## src/rtl/core/mlci_pkg.sv

```systemverilog
package mlci_pkg;

    // Fixed widths of the beat fields.
    localparam int COORD_BITS = 11;
    localparam int COLOR_BITS = 8;
    localparam int NUM_CHAN   = 3;

    // Item kinds.
    localparam logic KIND_LOAD = 1'b0;
    localparam logic KIND_TICK = 1'b1;

    typedef logic [COORD_BITS-1:0] coord_t;
    typedef logic [COLOR_BITS-1:0] color_t;

    typedef struct packed {
        logic   kind;
        coord_t start_x;
        coord_t start_y;
        coord_t end_x;
        coord_t end_y;
        color_t start_red;
        color_t start_green;
        color_t start_blue;
        color_t end_red;
        color_t end_green;
        color_t end_blue;
    } item_t;

    typedef struct packed {
        coord_t pixel_x;
        coord_t pixel_y;
        color_t red;
        color_t green;
        color_t blue;
        logic   last;
    } pixel_t;

    // Line setup after endpoint ordering and case selection.
    typedef struct packed {
        coord_t                      x0;
        coord_t                      y0;
        logic                        steep;
        logic                        minor_inc;
        coord_t                      major;
        coord_t                      minor;
        logic [NUM_CHAN-1:0][COLOR_BITS-1:0] start_color;
        logic [NUM_CHAN-1:0][COLOR_BITS-1:0] diff_mag;
        logic [NUM_CHAN-1:0]         diff_neg;
    } setup_t;

    // Setup sequencer states.
    typedef enum logic [1:0] {
        ST_RUN,
        ST_DIV_START,
        ST_DIV_WAIT
    } state_t;

endpackage

```

## src/rtl/core/mlci_order.sv

```systemverilog
module mlci_order (
    input  mlci_pkg::item_t  item,
    output mlci_pkg::setup_t setup
);

    mlci_pkg::coord_t adx;
    mlci_pkg::coord_t ady;
    logic             steep;
    logic             swap;
    mlci_pkg::coord_t x0;
    mlci_pkg::coord_t y0;
    mlci_pkg::coord_t x1;
    mlci_pkg::coord_t y1;
    logic [mlci_pkg::NUM_CHAN-1:0][mlci_pkg::COLOR_BITS-1:0] c_a;
    logic [mlci_pkg::NUM_CHAN-1:0][mlci_pkg::COLOR_BITS-1:0] c_b;
    logic [mlci_pkg::NUM_CHAN-1:0][mlci_pkg::COLOR_BITS-1:0] c0;
    logic [mlci_pkg::NUM_CHAN-1:0][mlci_pkg::COLOR_BITS-1:0] c1;

    // Axis lengths and the shallow or steep choice; equal lengths go steep.
    always_comb
    begin
        adx   = (item.start_x > item.end_x) ? item.start_x - item.end_x
                                            : item.end_x - item.start_x;
        ady   = (item.start_y > item.end_y) ? item.start_y - item.end_y
                                            : item.end_y - item.start_y;
        steep = !(adx > ady);
        swap  = steep ? (item.start_y > item.end_y) : (item.start_x > item.end_x);
    end

    // Order the endpoints along the major axis. Channel 0 is red, 1 green
    // and 2 blue.
    always_comb
    begin
        c_a = {item.start_blue, item.start_green, item.start_red};
        c_b = {item.end_blue, item.end_green, item.end_red};
        if (swap)
        begin
            x0 = item.end_x;
            y0 = item.end_y;
            x1 = item.start_x;
            y1 = item.start_y;
            c0 = c_b;
            c1 = c_a;
        end
        else
        begin
            x0 = item.start_x;
            y0 = item.start_y;
            x1 = item.end_x;
            y1 = item.end_y;
            c0 = c_a;
            c1 = c_b;
        end
    end

    // Assemble the setup record, including the color differences.
    always_comb
    begin
        setup.x0          = x0;
        setup.y0          = y0;
        setup.steep       = steep;
        setup.minor_inc   = steep ? (x1 >= x0) : (y1 >= y0);
        setup.major       = steep ? ady : adx;
        setup.minor       = steep ? adx : ady;
        setup.start_color = c0;
        for (int k = 0; k < mlci_pkg::NUM_CHAN; k++)
        begin
            setup.diff_neg[k] = c1[k] < c0[k];
            setup.diff_mag[k] = setup.diff_neg[k] ? c0[k] - c1[k] : c1[k] - c0[k];
        end
    end

endmodule

```

## src/rtl/core/mlci_div.sv

```systemverilog
module mlci_div #(
    parameter int QW = 16,
    parameter int DW = 11
) (
    input  logic          clk,
    input  logic          rst_n,
    input  logic          start,
    input  logic [QW-1:0] dividend,
    input  logic [DW-1:0] divisor,
    output logic          done,
    output logic [QW-1:0] quotient
);

    localparam int CW = $clog2(QW + 1);

    logic          busy_reg;
    logic          busy_next;
    logic          done_reg;
    logic          done_next;
    logic [CW-1:0] cnt_reg;
    logic [CW-1:0] cnt_next;
    logic [DW-1:0] rem_reg;
    logic [DW-1:0] rem_next;
    logic [QW-1:0] quo_reg;
    logic [QW-1:0] quo_next;
    logic [DW-1:0] dvs_reg;
    logic [DW-1:0] dvs_next;
    logic [DW:0]   trial;
    logic [DW:0]   diff;

    // One restoring step per cycle: the dividend shifts out the top of the
    // quotient register while quotient bits shift in at the bottom.
    always_comb
    begin
        trial     = {rem_reg, quo_reg[QW-1]};
        diff      = trial - {1'b0, dvs_reg};
        busy_next = busy_reg;
        done_next = 1'b0;
        cnt_next  = cnt_reg;
        rem_next  = rem_reg;
        quo_next  = quo_reg;
        dvs_next  = dvs_reg;
        if (start)
        begin
            busy_next = 1'b1;
            cnt_next  = CW'(QW);
            rem_next  = '0;
            quo_next  = dividend;
            dvs_next  = divisor;
        end
        else if (busy_reg)
        begin
            if (trial >= {1'b0, dvs_reg})
            begin
                rem_next = diff[DW-1:0];
                quo_next = {quo_reg[QW-2:0], 1'b1};
            end
            else
            begin
                rem_next = trial[DW-1:0];
                quo_next = {quo_reg[QW-2:0], 1'b0};
            end
            cnt_next = cnt_reg - 1'b1;
            if (cnt_reg == CW'(1))
            begin
                busy_next = 1'b0;
                done_next = 1'b1;
            end
        end
    end

    // Control state.
    always_ff @(posedge clk or negedge rst_n)
    begin
        if (!rst_n)
        begin
            busy_reg <= 1'b0;
            done_reg <= 1'b0;
            cnt_reg  <= '0;
        end
        else
        begin
            busy_reg <= busy_next;
            done_reg <= done_next;
            cnt_reg  <= cnt_next;
        end
    end

    // Working registers.
    always_ff @(posedge clk)
    begin
        rem_reg <= rem_next;
        quo_reg <= quo_next;
        dvs_reg <= dvs_next;
    end

    assign done     = done_reg;
    assign quotient = quo_reg;

endmodule

```

## src/rtl/core/midpoint_line_color_interp_unit.sv

```systemverilog
// Midpoint line drawer with per-pixel RGB interpolation. A beat of kind load
// takes two endpoints and one color per endpoint and gives no pixel; each
// beat of kind tick then gives the next pixel of the line with its color
// rounded to nearest and a last mark on the final pixel, and a tick while no
// line is loaded gives nothing. Ticks are taken one per cycle while item_stall
// is low. After a load the block holds item_stall high while one shared
// serial divider works out the red, green and blue steps in turn at one
// quotient bit per cycle. A load while a line is being drawn replaces that
// line.
module midpoint_line_color_interp_unit #(
    parameter int COLOR_FRAC_BITS = 8
) (
    input  logic             clk,
    input  logic             rst_n,
    input  logic             item_valid,
    output logic             item_stall,
    input  mlci_pkg::item_t  item,
    output logic             pixel_valid,
    input  logic             pixel_stall,
    output mlci_pkg::pixel_t pixel
);

    localparam int CB  = mlci_pkg::COORD_BITS;
    localparam int NC  = mlci_pkg::NUM_CHAN;
    localparam int F   = COLOR_FRAC_BITS;
    localparam int QW  = F + mlci_pkg::COLOR_BITS;
    localparam int DB  = CB + 3;
    localparam logic [QW:0] HALF = (QW + 1)'(1) << (F - 1);

    mlci_pkg::setup_t setup;
    mlci_pkg::state_t state_reg;
    mlci_pkg::state_t state_next;

    logic              item_accept;
    logic              load_fire;
    logic              tick_fire;
    logic              div_start;
    logic              div_done;
    logic [QW-1:0]     div_dividend;
    logic [QW-1:0]     div_quotient;
    logic              chan_last;

    logic              active_reg;
    logic              active_next;
    logic [1:0]        chan_reg;
    logic [1:0]        chan_next;
    logic              out_valid_reg;
    logic              out_valid_next;
    mlci_pkg::pixel_t  out_reg;
    mlci_pkg::pixel_t  out_next;

    logic              steep_reg;
    logic              minor_inc_reg;
    logic [CB-1:0]     col_reg;
    logic [CB-1:0]     col_next;
    logic [CB-1:0]     row_reg;
    logic [CB-1:0]     row_next;
    logic [CB-1:0]     steps_reg;
    logic [CB-1:0]     major_reg;
    logic [CB-1:0]     minor_reg;
    logic signed [DB-1:0] dec_reg;
    logic signed [DB-1:0] dec_next;
    logic signed [DB-1:0] dec_init;
    logic [DB-1:0]     minor2;
    logic [DB-1:0]     major2;
    logic              minor_move;
    logic [NC-1:0][QW-1:0]   acc_reg;
    logic [NC-1:0][QW-1:0]   acc_next;
    logic [NC-1:0][QW:0]     step_reg;
    logic [NC-1:0][mlci_pkg::COLOR_BITS-1:0] mag_reg;
    logic [NC-1:0]           neg_reg;
    logic [QW:0]             quo_signed;
    logic [NC-1:0][QW:0]     rnd;

    mlci_order u_order (
        .item  (item),
        .setup (setup)
    );

    mlci_div #(
        .QW (QW),
        .DW (CB)
    ) u_div (
        .clk      (clk),
        .rst_n    (rst_n),
        .start    (div_start),
        .dividend (div_dividend),
        .divisor  (major_reg),
        .done     (div_done),
        .quotient (div_quotient)
    );

    // Handshake on the item side: busy during setup or with a pixel held.
    assign item_stall  = (state_reg != mlci_pkg::ST_RUN) || (out_valid_reg && pixel_stall);
    assign item_accept = item_valid && !item_stall;
    assign load_fire   = item_accept && (item.kind == mlci_pkg::KIND_LOAD);
    assign tick_fire   = item_accept && (item.kind == mlci_pkg::KIND_TICK) && active_reg;

    assign div_dividend = {mag_reg[chan_reg], F'(0)};
    assign chan_last    = (chan_reg == 2'(NC - 1));
    assign quo_signed   = (major_reg == '0) ? '0 :
                          neg_reg[chan_reg] ? -{1'b0, div_quotient} : {1'b0, div_quotient};

    // Setup sequencer: one divider run per color channel.
    always_comb
    begin
        state_next = state_reg;
        chan_next  = chan_reg;
        div_start  = 1'b0;
        case (state_reg)
            mlci_pkg::ST_RUN:
            begin
                if (load_fire)
                begin
                    state_next = mlci_pkg::ST_DIV_START;
                    chan_next  = '0;
                end
            end
            mlci_pkg::ST_DIV_START:
            begin
                div_start  = 1'b1;
                state_next = mlci_pkg::ST_DIV_WAIT;
            end
            mlci_pkg::ST_DIV_WAIT:
            begin
                if (div_done)
                begin
                    if (chan_last)
                    begin
                        state_next = mlci_pkg::ST_RUN;
                    end
                    else
                    begin
                        chan_next  = chan_reg + 1'b1;
                        state_next = mlci_pkg::ST_DIV_START;
                    end
                end
            end
            default:
            begin
                state_next = mlci_pkg::ST_RUN;
            end
        endcase
    end

    always_ff @(posedge clk or negedge rst_n)
    begin
        if (!rst_n)
        begin
            state_reg <= mlci_pkg::ST_RUN;
        end
        else
        begin
            state_reg <= state_next;
        end
    end

    // Midpoint step and color accumulation for the next pixel.
    always_comb
    begin
        minor2     = {2'b00, minor_reg, 1'b0};
        major2     = {2'b00, major_reg, 1'b0};
        dec_init   = $signed({2'b00, setup.minor, 1'b0}) - $signed({3'b000, setup.major});
        minor_move = dec_reg > 0;
        dec_next   = dec_reg + $signed(minor2) - (minor_move ? $signed(major2) : '0);
        col_next   = col_reg;
        row_next   = row_reg;
        if (steep_reg)
        begin
            row_next = row_reg + 1'b1;
            if (minor_move)
            begin
                col_next = minor_inc_reg ? col_reg + 1'b1 : col_reg - 1'b1;
            end
        end
        else
        begin
            col_next = col_reg + 1'b1;
            if (minor_move)
            begin
                row_next = minor_inc_reg ? row_reg + 1'b1 : row_reg - 1'b1;
            end
        end
        for (int k = 0; k < NC; k++)
        begin
            acc_next[k] = acc_reg[k] + step_reg[k][QW-1:0];
            rnd[k]      = {1'b0, acc_reg[k]} + HALF;
        end
    end

    // Pixel beat built from the current position and color.
    always_comb
    begin
        out_next.pixel_x = col_reg;
        out_next.pixel_y = row_reg;
        out_next.red     = rnd[0][F+7:F];
        out_next.green   = rnd[1][F+7:F];
        out_next.blue    = rnd[2][F+7:F];
        out_next.last    = (steps_reg == '0);
    end

    always_comb
    begin
        active_next = active_reg;
        if (load_fire)
        begin
            active_next = 1'b1;
        end
        else if (tick_fire && (steps_reg == '0))
        begin
            active_next = 1'b0;
        end
        out_valid_next = out_valid_reg && pixel_stall;
        if (tick_fire)
        begin
            out_valid_next = 1'b1;
        end
    end

    // Control state.
    always_ff @(posedge clk or negedge rst_n)
    begin
        if (!rst_n)
        begin
            active_reg    <= 1'b0;
            chan_reg      <= '0;
            out_valid_reg <= 1'b0;
        end
        else
        begin
            active_reg    <= active_next;
            chan_reg      <= chan_next;
            out_valid_reg <= out_valid_next;
        end
    end

    // Line registers: loaded by a load beat, advanced by each tick but the last of a line.
    always_ff @(posedge clk)
    begin
        if (load_fire)
        begin
            steep_reg     <= setup.steep;
            minor_inc_reg <= setup.minor_inc;
            col_reg       <= setup.x0;
            row_reg       <= setup.y0;
            steps_reg     <= setup.major;
            major_reg     <= setup.major;
            minor_reg     <= setup.minor;
            dec_reg       <= dec_init;
            mag_reg       <= setup.diff_mag;
            neg_reg       <= setup.diff_neg;
            for (int k = 0; k < NC; k++)
            begin
                acc_reg[k] <= {setup.start_color[k], F'(0)};
            end
        end
        else if (tick_fire && (steps_reg != '0))
        begin
            col_reg   <= col_next;
            row_reg   <= row_next;
            dec_reg   <= dec_next;
            steps_reg <= steps_reg - 1'b1;
            acc_reg   <= acc_next;
        end
        if ((state_reg == mlci_pkg::ST_DIV_WAIT) && div_done)
        begin
            step_reg[chan_reg] <= quo_signed;
        end
        if (tick_fire)
        begin
            out_reg <= out_next;
        end
    end

    assign pixel_valid = out_valid_reg;
    assign pixel       = out_reg;

`ifndef NO_ASSERTIONS
    // A load always starts a setup, so the next cycle is busy.
    assert property (@(posedge clk) disable iff (!rst_n)
        (item_valid && !item_stall && (item.kind == mlci_pkg::KIND_LOAD)) |=> item_stall)
        else $error("load not followed by setup");

    // A new pixel only follows an accepted tick.
    assert property (@(posedge clk) disable iff (!rst_n)
        $rose(pixel_valid) |->
            $past(item_valid && !item_stall && (item.kind == mlci_pkg::KIND_TICK)))
        else $error("pixel without tick");

    // The final pixel of a line ends the drawing.
    assert property (@(posedge clk) disable iff (!rst_n)
        ($rose(pixel_valid) && pixel.last) |-> !active_reg)
        else $error("line still active after last pixel");

    // The divider only finishes while the sequencer waits for it.
    assert property (@(posedge clk) disable iff (!rst_n)
        div_done |-> (state_reg == mlci_pkg::ST_DIV_WAIT))
        else $error("divider done outside setup wait");
`endif

endmodule

```

## config.mk

```make
export PLATFORM = sky130hd
export DESIGN_NAME = midpoint_line_color_interp_unit
export DESIGN_NICKNAME = d
export VERILOG_FILES = /design/src/rtl/core/mlci_pkg.sv /design/src/rtl/core/mlci_order.sv /design/src/rtl/core/mlci_div.sv /design/src/rtl/core/midpoint_line_color_interp_unit.sv
export SDC_FILE = /design/constraint.sdc
export NUM_CORES = 1
export LEC_CHECK = 0
export ABC_AREA = 1
export ABC_CLOCK_PERIOD_IN_PS = 4480
export BUFFER_PORTS_ARGS = -buffer_cell sky130_fd_sc_hd__buf_2
export CAP_MARGIN = 0
export CORE_MARGIN = 8
export CORE_UTILIZATION = 63
export DETAILED_ROUTE_END_ITERATION = 8
export PLACE_DENSITY = 0.9
export SLEW_MARGIN = 40
export SYNTH_ARGS = -nofsm -noshare
export SYNTH_HDL_FRONTEND = slang
export SYNTH_HIERARCHICAL = 1
export SYNTH_SLANG_ARGS = --single-unit
```

## constraint.sdc

```tcl
create_clock -name clk -period 4.48 [get_ports clk]
set_input_delay 0.224 -clock clk [delete_from_list [all_inputs] [get_ports clk]]
set_output_delay 0.224 -clock clk [all_outputs]
set_load 0.02 [all_outputs]
```

==> Yosys cells after proc, flatten, opt, wreduce, memory -nomap -nowiden <==
Cells that the tools add are included.
{ "classes": {"n_addsub": 28, "n_mul": 0, "div": 0, "magnitude_cmp": 12, "eq_ne": 8, "shifts": 0, "mux": 65, "n_bitwise": 1, "n_reduce_logical": 26} }
{ "op_table": {"columns": ["operator", "count"], "rows": [
  ["2-to-1 mux 11 bit", 21],
  ["2-to-1 mux 48 bit", 2],
  ["subtractor 11 bit", 5],
  ["bitwise mux 51 bit", 1],
  ["2-to-1 mux 17 bit", 3],
  ["adder 16 bit", 3],
  ["adder 16 x 8 -> 16 bit (second input constant)", 3],
  ["2-to-1 mux 24 bit", 2],
  ["subtractor 8 bit", 6],
  ["demux 17 bit (select 2 bit)", 1],
  ["greater-than comparator 11 bit", 3],
  ["subtractor 11 x 1 -> 11 bit (second input constant)", 3],
  ["2-to-1 mux 16 bit", 2],
  ["2-to-1 mux 8 bit", 4],
  ["2-to-1 mux 14 bit", 2],
  ["< comparator 8 bit", 3],
  ["adder 11 x 1 -> 11 bit (second input constant)", 2],
  [">= comparator 11 bit", 2],
  ["logical NOT 11 bit", 2],
  ["negator 16 -> 17 bit", 1],
  ["binary-select mux 8 bit (select 2 bit)", 1],
  ["2-to-1 mux 1 bit", 15],
  ["adder 14 x 12 -> 14 bit", 1],
  ["greater-than comparator 14 x 1 -> 1 bit (second input constant)", 1],
  ["29 further kinds", 51]
]} }
{ "word_totals": {"regBits": 295, "latch_bits": 0, "ramBits": 0, "mem_bits_ro": 0, "input_bits": 97, "out_inout_bits": 49, "word_cells": 178, "mem_count": 0} }

==> Depth between registers and ports, before layout <==
Gate-level depths: netlist (run 1).
{ "logic_depth": {"depth_word": 9, "ltp_mapped": 40, "ltp_nobuf": 38} }

==> Modules after synthesis <==
Netlist (run 1), hierarchy kept.
{ "modules_own_cells": {"columns": ["module", "n_inst", "cells_per_inst", "area_per_inst_um2", "seq_area_each_um2"], "rows": [
  ["midpoint_line_color_interp_unit", 1, 1889, 15373.5, 7146.9],
  ["mlci_order", 1, 1215, 6199.7, 0.0],
  ["mlci_div", 1, 331, 2673.8, 1206.2]
]} }

==> Worst setup path before layout (run 1) <==
No wires, ideal clock.
{ "synth_timing": {"path_type": "in2reg", "start": "input port item[54] (netlist name)", "end": "register dec_reg[8], data pin", "setup_time_ps": 253, "t_arrival_ps": 4399, "t_required_ps": 4227, "slack_ps": -172, "stages": 31, "n_path_buf": 3, "cell_sequence": "inv_1 ha_1 buf_2 a21oi_1 nand2_1 nand2_1 nand3_2 nand2_4 buf_2 nand3_1 o21ai_1 o21a_1 o21bai_1 xnor2_1 ha_1 nand2_1 inv_2 a21oi_1 nand3_2 nand2_4 inv_4 clkbuf_1 o21ai_0 inv_1 fa_1 o21bai_1 nand2_1 nand2_1 nand2_1 nand3_1 nand2_1"} }
{ "synth_lines": {"columns": ["item", "line", "rtl"], "rows": [
  ["start: declaration", "midpoint_line_color_interp_unit.sv:17", "input mlci_pkg::item_t item,"],
  ["end signal: assignment", "midpoint_line_color_interp_unit.sv:249", "dec_reg <= dec_init;"],
  ["end signal: assignment", "midpoint_line_color_interp_unit.sv:261", "dec_reg <= dec_next;"],
  ["end: declaration", "midpoint_line_color_interp_unit.sv:61", "logic signed [DB-1:0] dec_reg;"]
]} }

==> impl_metrics.env, run 1 <==
export IMPL_synth_edf_count=244
export IMPL_grt_pass1_wl_um=114000
export IMPL_crit_buf_inv=6
export IMPL_viasPerCell=5.67
export IMPL_routedWlPerCell_um=16.4
export IMPL_multi_input_area_um2=13700
export IMPL_rsz0062_at_grt="true"
export IMPL_drt_iter0_drc=2667
export IMPL_critPathSlowestCell="ha_1"
export IMPL_r2r_end="dec_reg[7]"
export IMPL_cts_tree="yes"
export IMPL_r2r_cells=16
export IMPL_p_per_area_nw_per_um2=406
export IMPL_post_route_drc_count=0
export IMPL_path_delay_family="simple AND/OR/NAND/NOR gates"
export IMPL_die_width_um=212
export IMPL_areaGrowthSynthToFinish_pct=18.3
export IMPL_setup_viol_count_final=0
export IMPL_status="finished, final reports clean"
export IMPL_cp_depth=34
export IMPL_final_cells=4368
export IMPL_yosys_warnings=6
export IMPL_async_flop_share_pct=4.45
export IMPL_cts_root_buffer_cell="clkbuf_16"
export IMPL_synth_seq_area_share_pct=34.4
export IMPL_fin_crit_ns=4.22
export IMPL_cts_sinks=292
export IMPL_num_rows=72
export IMPL_syn_cell_area_um2=24200
export IMPL_timing_final_crit_share_pct=94.2
export IMPL_r2r_start="dec_reg[12]"
export IMPL_clk_path_buf_depth=3
export IMPL_num_fill_cells=2727
export IMPL_ys_ff_latch=292
export IMPL_antenna_found_initial=4
export IMPL_crit_path_end="dec_reg[12]"
export IMPL_peakVddDrop_mv=0.316
export IMPL_setup_worst_path_class="in -> reg"
export IMPL_finalSetupTns_ns=0
export IMPL_grt_overflow=0
export IMPL_cp_arrival_ns=4.53
export IMPL_end_kind="flip-flop"
export IMPL_slew_viol_final=0
export IMPL_grt_start_max_net_pins=54
export IMPL_cts_htree_levels=2
export IMPL_drive_gt1_share_pct=15.6
export IMPL_grt_use_total_pct=30.9
export IMPL_core_area_um2=38300
export IMPL_dr_total_vias=24749
export IMPL_die_area_um2=45000
export IMPL_cp_max_fo=17
export IMPL_dp_cells=4297
export IMPL_port_buffers=145
export IMPL_io_pins=146
export IMPL_crit_top_cell="nand2_1"
export IMPL_firstDrtPassIters=8
export IMPL_layout_nets=4091
export IMPL_p_leak_nw=14.6
export IMPL_gp_congestion=1.03
export IMPL_seq_area_um2=8350
export IMPL_initial_utilization_pct=63.3
export IMPL_syn_inst=3435
export IMPL_cts_buffers=35
export IMPL_worst_slew_pin_slew_ns=0.757
export IMPL_synthFlopType="edfxtp_1"
export IMPL_cp_required_ns=4.79
export IMPL_finalHoldViolCount=0
export IMPL_dp_hpwl_um=53100
export IMPL_ys_types=63
export IMPL_clk_pin_slew_ns=0.06
export IMPL_die_h_um=212
export IMPL_maxSlewHeadroom_pct=49.5
export IMPL_ant_nets=0
export IMPL_cap_violations=0
export IMPL_max_stage_delay_ns=0.35
export IMPL_finClkSkew_ns=0.0309
export IMPL_grt_pass1_vias=23976
export IMPL_syn_avg_cell_area_um2=7.06
export IMPL_startpoint="item[63]"
export IMPL_clkLatencyLatePin_ns=0.57
export IMPL_fmax_mhz=237
export IMPL_cp_start_kind="input pin"
export IMPL_drt_total_wl_um=71800
export IMPL_rrSetupSlack_ns=0.72
export IMPL_holdCritPathClass="in -> reg"
through the flow:
| step | instance area, µm² | hold slack, ns | utilization [%] | setup slack [ns] | power [mW] |
|---|---|---|---|---|---|
| floorplan | 24300 | -0.0716 | - | -0.0290 | 6.15 |
| global placement | 27300 | 0.135 | 71.3 | -0.101 | 8.34 |
| detailed placement | 27300 | 0.140 | 71.3 | -0.310 | 8.46 |
| CTS | 28500 | 0.0161 | 74.4 | 0.276 | 11.4 |
| global route | 28700 | 0.0440 | 74.9 | -0.0616 | 12.2 |
| finish | 28700 | 0.0295 | 74.9 | 0.259 | 11.6 |
cell usage in the layout (no fill, tap or decap), drive strengths merged, types with 16 or more instances in the layout:
cell / n
nor3: 30
clkbuf: 40
nor2: 248
buf: 408
inv: 551
xnor2: 19
ha: 151
o211ai: 25
a21oi: 118
nand4: 68
nand3: 312
nand2: 1231
edfxtp: 244
xor2: 92
fa: 21
or2: 16
o21ai: 129
dfxtp: 35
how the worst min path moves through the flow:
stage | startpoint | end | slack [ns] | cells after the start
2_1_floorplan | rst_n | active_reg | -0.07 | 0
3_3_place_gp | rst_n | u_div/cnt_reg[1] | 0.14 | 1
3_5_place_dp | rst_n | u_div/cnt_reg[1] | 0.14 | 1
4_1_cts | pixel_stall | pixel_valid | 0.02 | 3
5_1_grt | item[40] | mag_reg[0] | 0.04 | 2
6_report | pixel_stall | pixel_valid | 0.03 | 3
worst register-to-register path, delay by kind of cell (launching register included):
| family | cells | cell delay, ns |
|---|---|---|
| AOI/OAI and AO/OA | 1 | 0.23 |
| adders and majority gates | 3 | 1.16 |
| and+or+nand+nor | 9 | 1.41 |
| DFF | 1 | 0.39 |
| buffers and inverters | 2 | 0.22 |
| xor gates and xnor gates | 1 | 0.10 |
logic make-up (layout without fill, tap and decap cells):
kind of cell,Yosys count,count (layout),share of synthesized area [%]
xor+xnor,111,111,4.01
simple gates,1929,1929,34.2
compound gates,311,311,7.42
mux,5,5,0.206
fa+ha+maj,172,172,9.53
buf+inv,614,1021,10.2
other cells,1,9,0.0155
flops,292,292,34.4
cell usage after synthesis, drive strengths merged, types with 5 or more instances:
cell	n	area share [%]
ha	151	7.8
xor2	92	3.3
nand3b	13	0.40
nor4	5	0.13
inv	545	8.5
nor2	248	4.1
nand2	1231	20
o21ai	129	2.7
xnor2	19	0.69
o21bai	8	0.25
a21oi	118	2.6
fa	21	1.7
mux2i	5	0.21
or2	16	0.41
dfrtp	13	1.3
o211ai	25	0.84
edfxtp	244	30
dfxtp	35	2.9
a31oi	5	0.13
buf	52	1.4
nand3	312	6.8
clkbuf	14	0.22
nand4	68	1.9
nor3	30	0.66
a21o	7	0.22
report_power, final:
group	switching, mW	internal [mW]	leakage [nW]
sequential	0.00566	3.02	2.52
combinational	3.25	2.45	11.6
clock	1.22	1.70	0.565
layout make-up:
cell class,count,share of cell area (%)
Multi-Input combinational cell,2536,47.6
Sequential cell,292,29.1
Timing Repair Buffer,409,9.75
Inverter,548,7.21
Clock buffer,40,3.12
Tap cell,518,2.26
Clock inverter,24,0.929
Antenna cell,1,0.00872
layer usage:
layer | GRT usage [%] | share of wire (%)
met1 | 38.5 | 39
met2 | 50.9 | 46
met4 | 15.0 | 4.6
met5 | 0 | 0.035
met3 | 6.35 | 9.8
repair_timing:
action,4_1_cts,5_1_grt
setup buffers,0,5
resized for setup,0,35
setup endpoints to repair,0,33
endpoints found under the hold margin,13,0
hold buffers,1,0
No activity file was read; power rests on OpenSTA's default activity.
==> run 2, diff against run 1 <==
--- a/config.mk
+++ b/config.mk
@@ -10,9 +10,9 @@
 export BUFFER_PORTS_ARGS = -buffer_cell sky130_fd_sc_hd__buf_2
 export CAP_MARGIN = 0
 export CORE_MARGIN = 8
-export CORE_UTILIZATION = 63
+export CORE_UTILIZATION = 50
 export DETAILED_ROUTE_END_ITERATION = 8
-export PLACE_DENSITY = 0.9
+export PLACE_DENSITY = 0.76
 export SLEW_MARGIN = 40
 export SYNTH_ARGS = -nofsm -noshare
 export SYNTH_HDL_FRONTEND = slang
==> run 2 against run 1 <==
Against the previous run:
- total power rose by 1.7%
- clock skew decreased by 0.013 ns
- sequential cell count is the same
- worst setup slack improved by 0.084 ns
- count of clock-buffer cells in the layout rose by 1
- clock power is 9.6% higher
- global-route usage down 8.0 points
- first-iteration DRC count shrank 29%
- worst hold slack got worse by 0.0065 ns
- utilization down 14 points
- die area up 24%
- via count down 6.9%
- critical path type unchanged
==> impl_metrics.env, run 2 (synthesis results as in run 1) <==
export IMPL_ant_nets=0
export IMPL_p_sw_share_pct=37.5
export IMPL_die_h_um=236
export IMPL_r2r_cells=16
export IMPL_end_kind="flip-flop"
export IMPL_post_route_drc_count=0
export IMPL_seq_power_share_pct=25.5
export IMPL_initial_utilization_pct=50.7
export IMPL_crit_top_cell="nand2_1"
export IMPL_cts_root_buffer_cell="clkbuf_16"
export IMPL_routedWlPerCell_um=14.7
export IMPL_viasPerCell=5.14
export IMPL_rrSetupSlack_ns=0.90
export IMPL_drt_total_wl_um=65800
export IMPL_status="finished, final reports clean"
export IMPL_cp_max_fo=19
export IMPL_max_stage_delay_ns=0.34
export IMPL_firstDrtPassIters=7
export IMPL_die_width_um=236
export IMPL_grt_overflow=0
export IMPL_gp_congestion=0.960
export IMPL_clkLatencyLatePin_ns=0.56
export IMPL_die_area_um2=55800
export IMPL_p_sw_mw=4.43
export IMPL_final_common_cell="nand2_1"
export IMPL_layout_common_cells="nand2_1 (1189), inv_1 (531), nand3_1 (295), buf_4 (264), edfxtp_1 (244)"
export IMPL_worst_slew_pin_slew_ns=0.753
export IMPL_cp_arrival_ns=4.44
export IMPL_io_pins=146
export IMPL_cap_violations=0
export IMPL_timing_final_crit_share_pct=92.3
export IMPL_p_leak_nw=14.8
export IMPL_holdCritPathClass="in -> reg"
export IMPL_grt_start_max_net_pins=59
export IMPL_dr_total_vias=23033
export IMPL_cp_required_ns=4.79
export IMPL_combPwrFrac_pct=47.4
export IMPL_grt_use_total_pct=22.9
export IMPL_slew_viol_final=0
export IMPL_cp_start_kind="input pin"
export IMPL_drive_gt1_share_pct=16.0
export IMPL_fmax_mhz=242
export IMPL_finalHoldViolCount=0
export IMPL_clockPowerShare_pct=27.1
export IMPL_num_rows=80
export IMPL_finalSetupTns_ns=0
export IMPL_p_per_area_nw_per_um2=408
export IMPL_place_area_um2=27500
export IMPL_grt_pass1_vias=21672
export IMPL_rsz0062_at_grt="false"
export IMPL_critPathSlowestCell="ha_1"
export IMPL_clk_pin_slew_ns=0.05
export IMPL_maxSlewHeadroom_pct=49.8
export IMPL_grt_pass1_wl_um=106000
export IMPL_dp_slack_ns=-0.240
export IMPL_cts_buffers=37
export IMPL_dp_hpwl_um=51500
export IMPL_whs_path_depth=3
export IMPL_finalPower_mw=11.8
export IMPL_cts_tree="yes"
export IMPL_fin_ws_ns=0.343
export IMPL_clk_path_buf_depth=3
export IMPL_fin_crit_ns=4.14
export IMPL_internal_power_mw=7.40
export IMPL_layout_nets=4103
export IMPL_areaGrowthSynthToFinish_pct=19.5
export IMPL_peakVddDrop_mv=0.318
export IMPL_drt_iter0_drc=1890
export IMPL_cts_htree_levels=2
export IMPL_setup_viol_count_final=0
export IMPL_num_fill_cells=4320
export IMPL_port_buffers=145
export IMPL_finClkSkew_ns=0.0175
export IMPL_core_area_um2=47800
export IMPL_antenna_found_initial=3
export IMPL_cts_sinks=292
export IMPL_setup_worst_path_class="in -> reg"
export IMPL_post_route_cell_area_um2=29000
run 2: final timing paths:
path,startpoint,end
worst max-delay path,item[56],mag_reg[18]
worst min-delay path,pixel_stall,pixel_valid
worst max register to register,dec_reg[12],dec_reg[9]
worst min register to register,major_reg[10],u_div/dvs_reg[10]
max in group asynchronous,rst_n,pixel_valid
min in group asynchronous,rst_n,u_div/busy_reg
run 2: critical path: cells and delay by family:
family | cells | cell delay, ns
buffers and inverters | 10 | 0.93
adders and majority gates | 2 | 0.61
and+or+nand+nor | 21 | 1.96
xor gates and xnor gates | 1 | 0.23
AOI/OAI and AO/OA | 4 | 0.44
run 2: repair_timing:
action	in CTS	in global routing
setup buffers	0	3
resized for setup	0	36
endpoints found under the setup margin	0	33
hold endpoints to repair	14	0
hold buffers	2	0
run 2: power by group through the flow:
stage	Sequential, mW	Combinational [mW]	Clock [mW]
after floorplan	3.08	3.07	0
after global placement	3.08	5.31	0
after detailed placement	3.08	5.35	0
after CTS	3.02	5.38	3.25
after global routing	3.02	6.20	3.37
final	3.02	5.61	3.20
run 2: cell type report:
class                      instances  area, µm²  share of cell area [%]
timing repair buffer             419       2890                    9.96
sequential                       292       8350                    28.8
multi-input combinational       2536      13600                    46.8
clock inverter                    27        375                    1.30
tap                              615        769                    2.66
antenna                            1       2.50                 0.00863
clock buffer                      41        951                    3.28
inverter                         548       2070                    7.13
run 2: layer usage:
layer / vias up / GRT usage [%] / share of wire (%)
li1: 11844 / - / -
met1: 10411 / 30.8 / 46
met2: 661 / 37.4 / 45
met3: 115 / 4.01 / 6.8
met4: 2 / 6.83 / 2.6
met5: - / 0 / 0.020
run 2: metrics by stage:
step                std cells  utilization, %  hold slack, ns
floorplan                3442               -         -0.0716
global placement         4404            57.4           0.152
detailed placement       4404            57.4           0.154
CTS                      4474            60.2         0.00554
global route             4479            60.6          0.0287
finish                   4479            60.6          0.0230
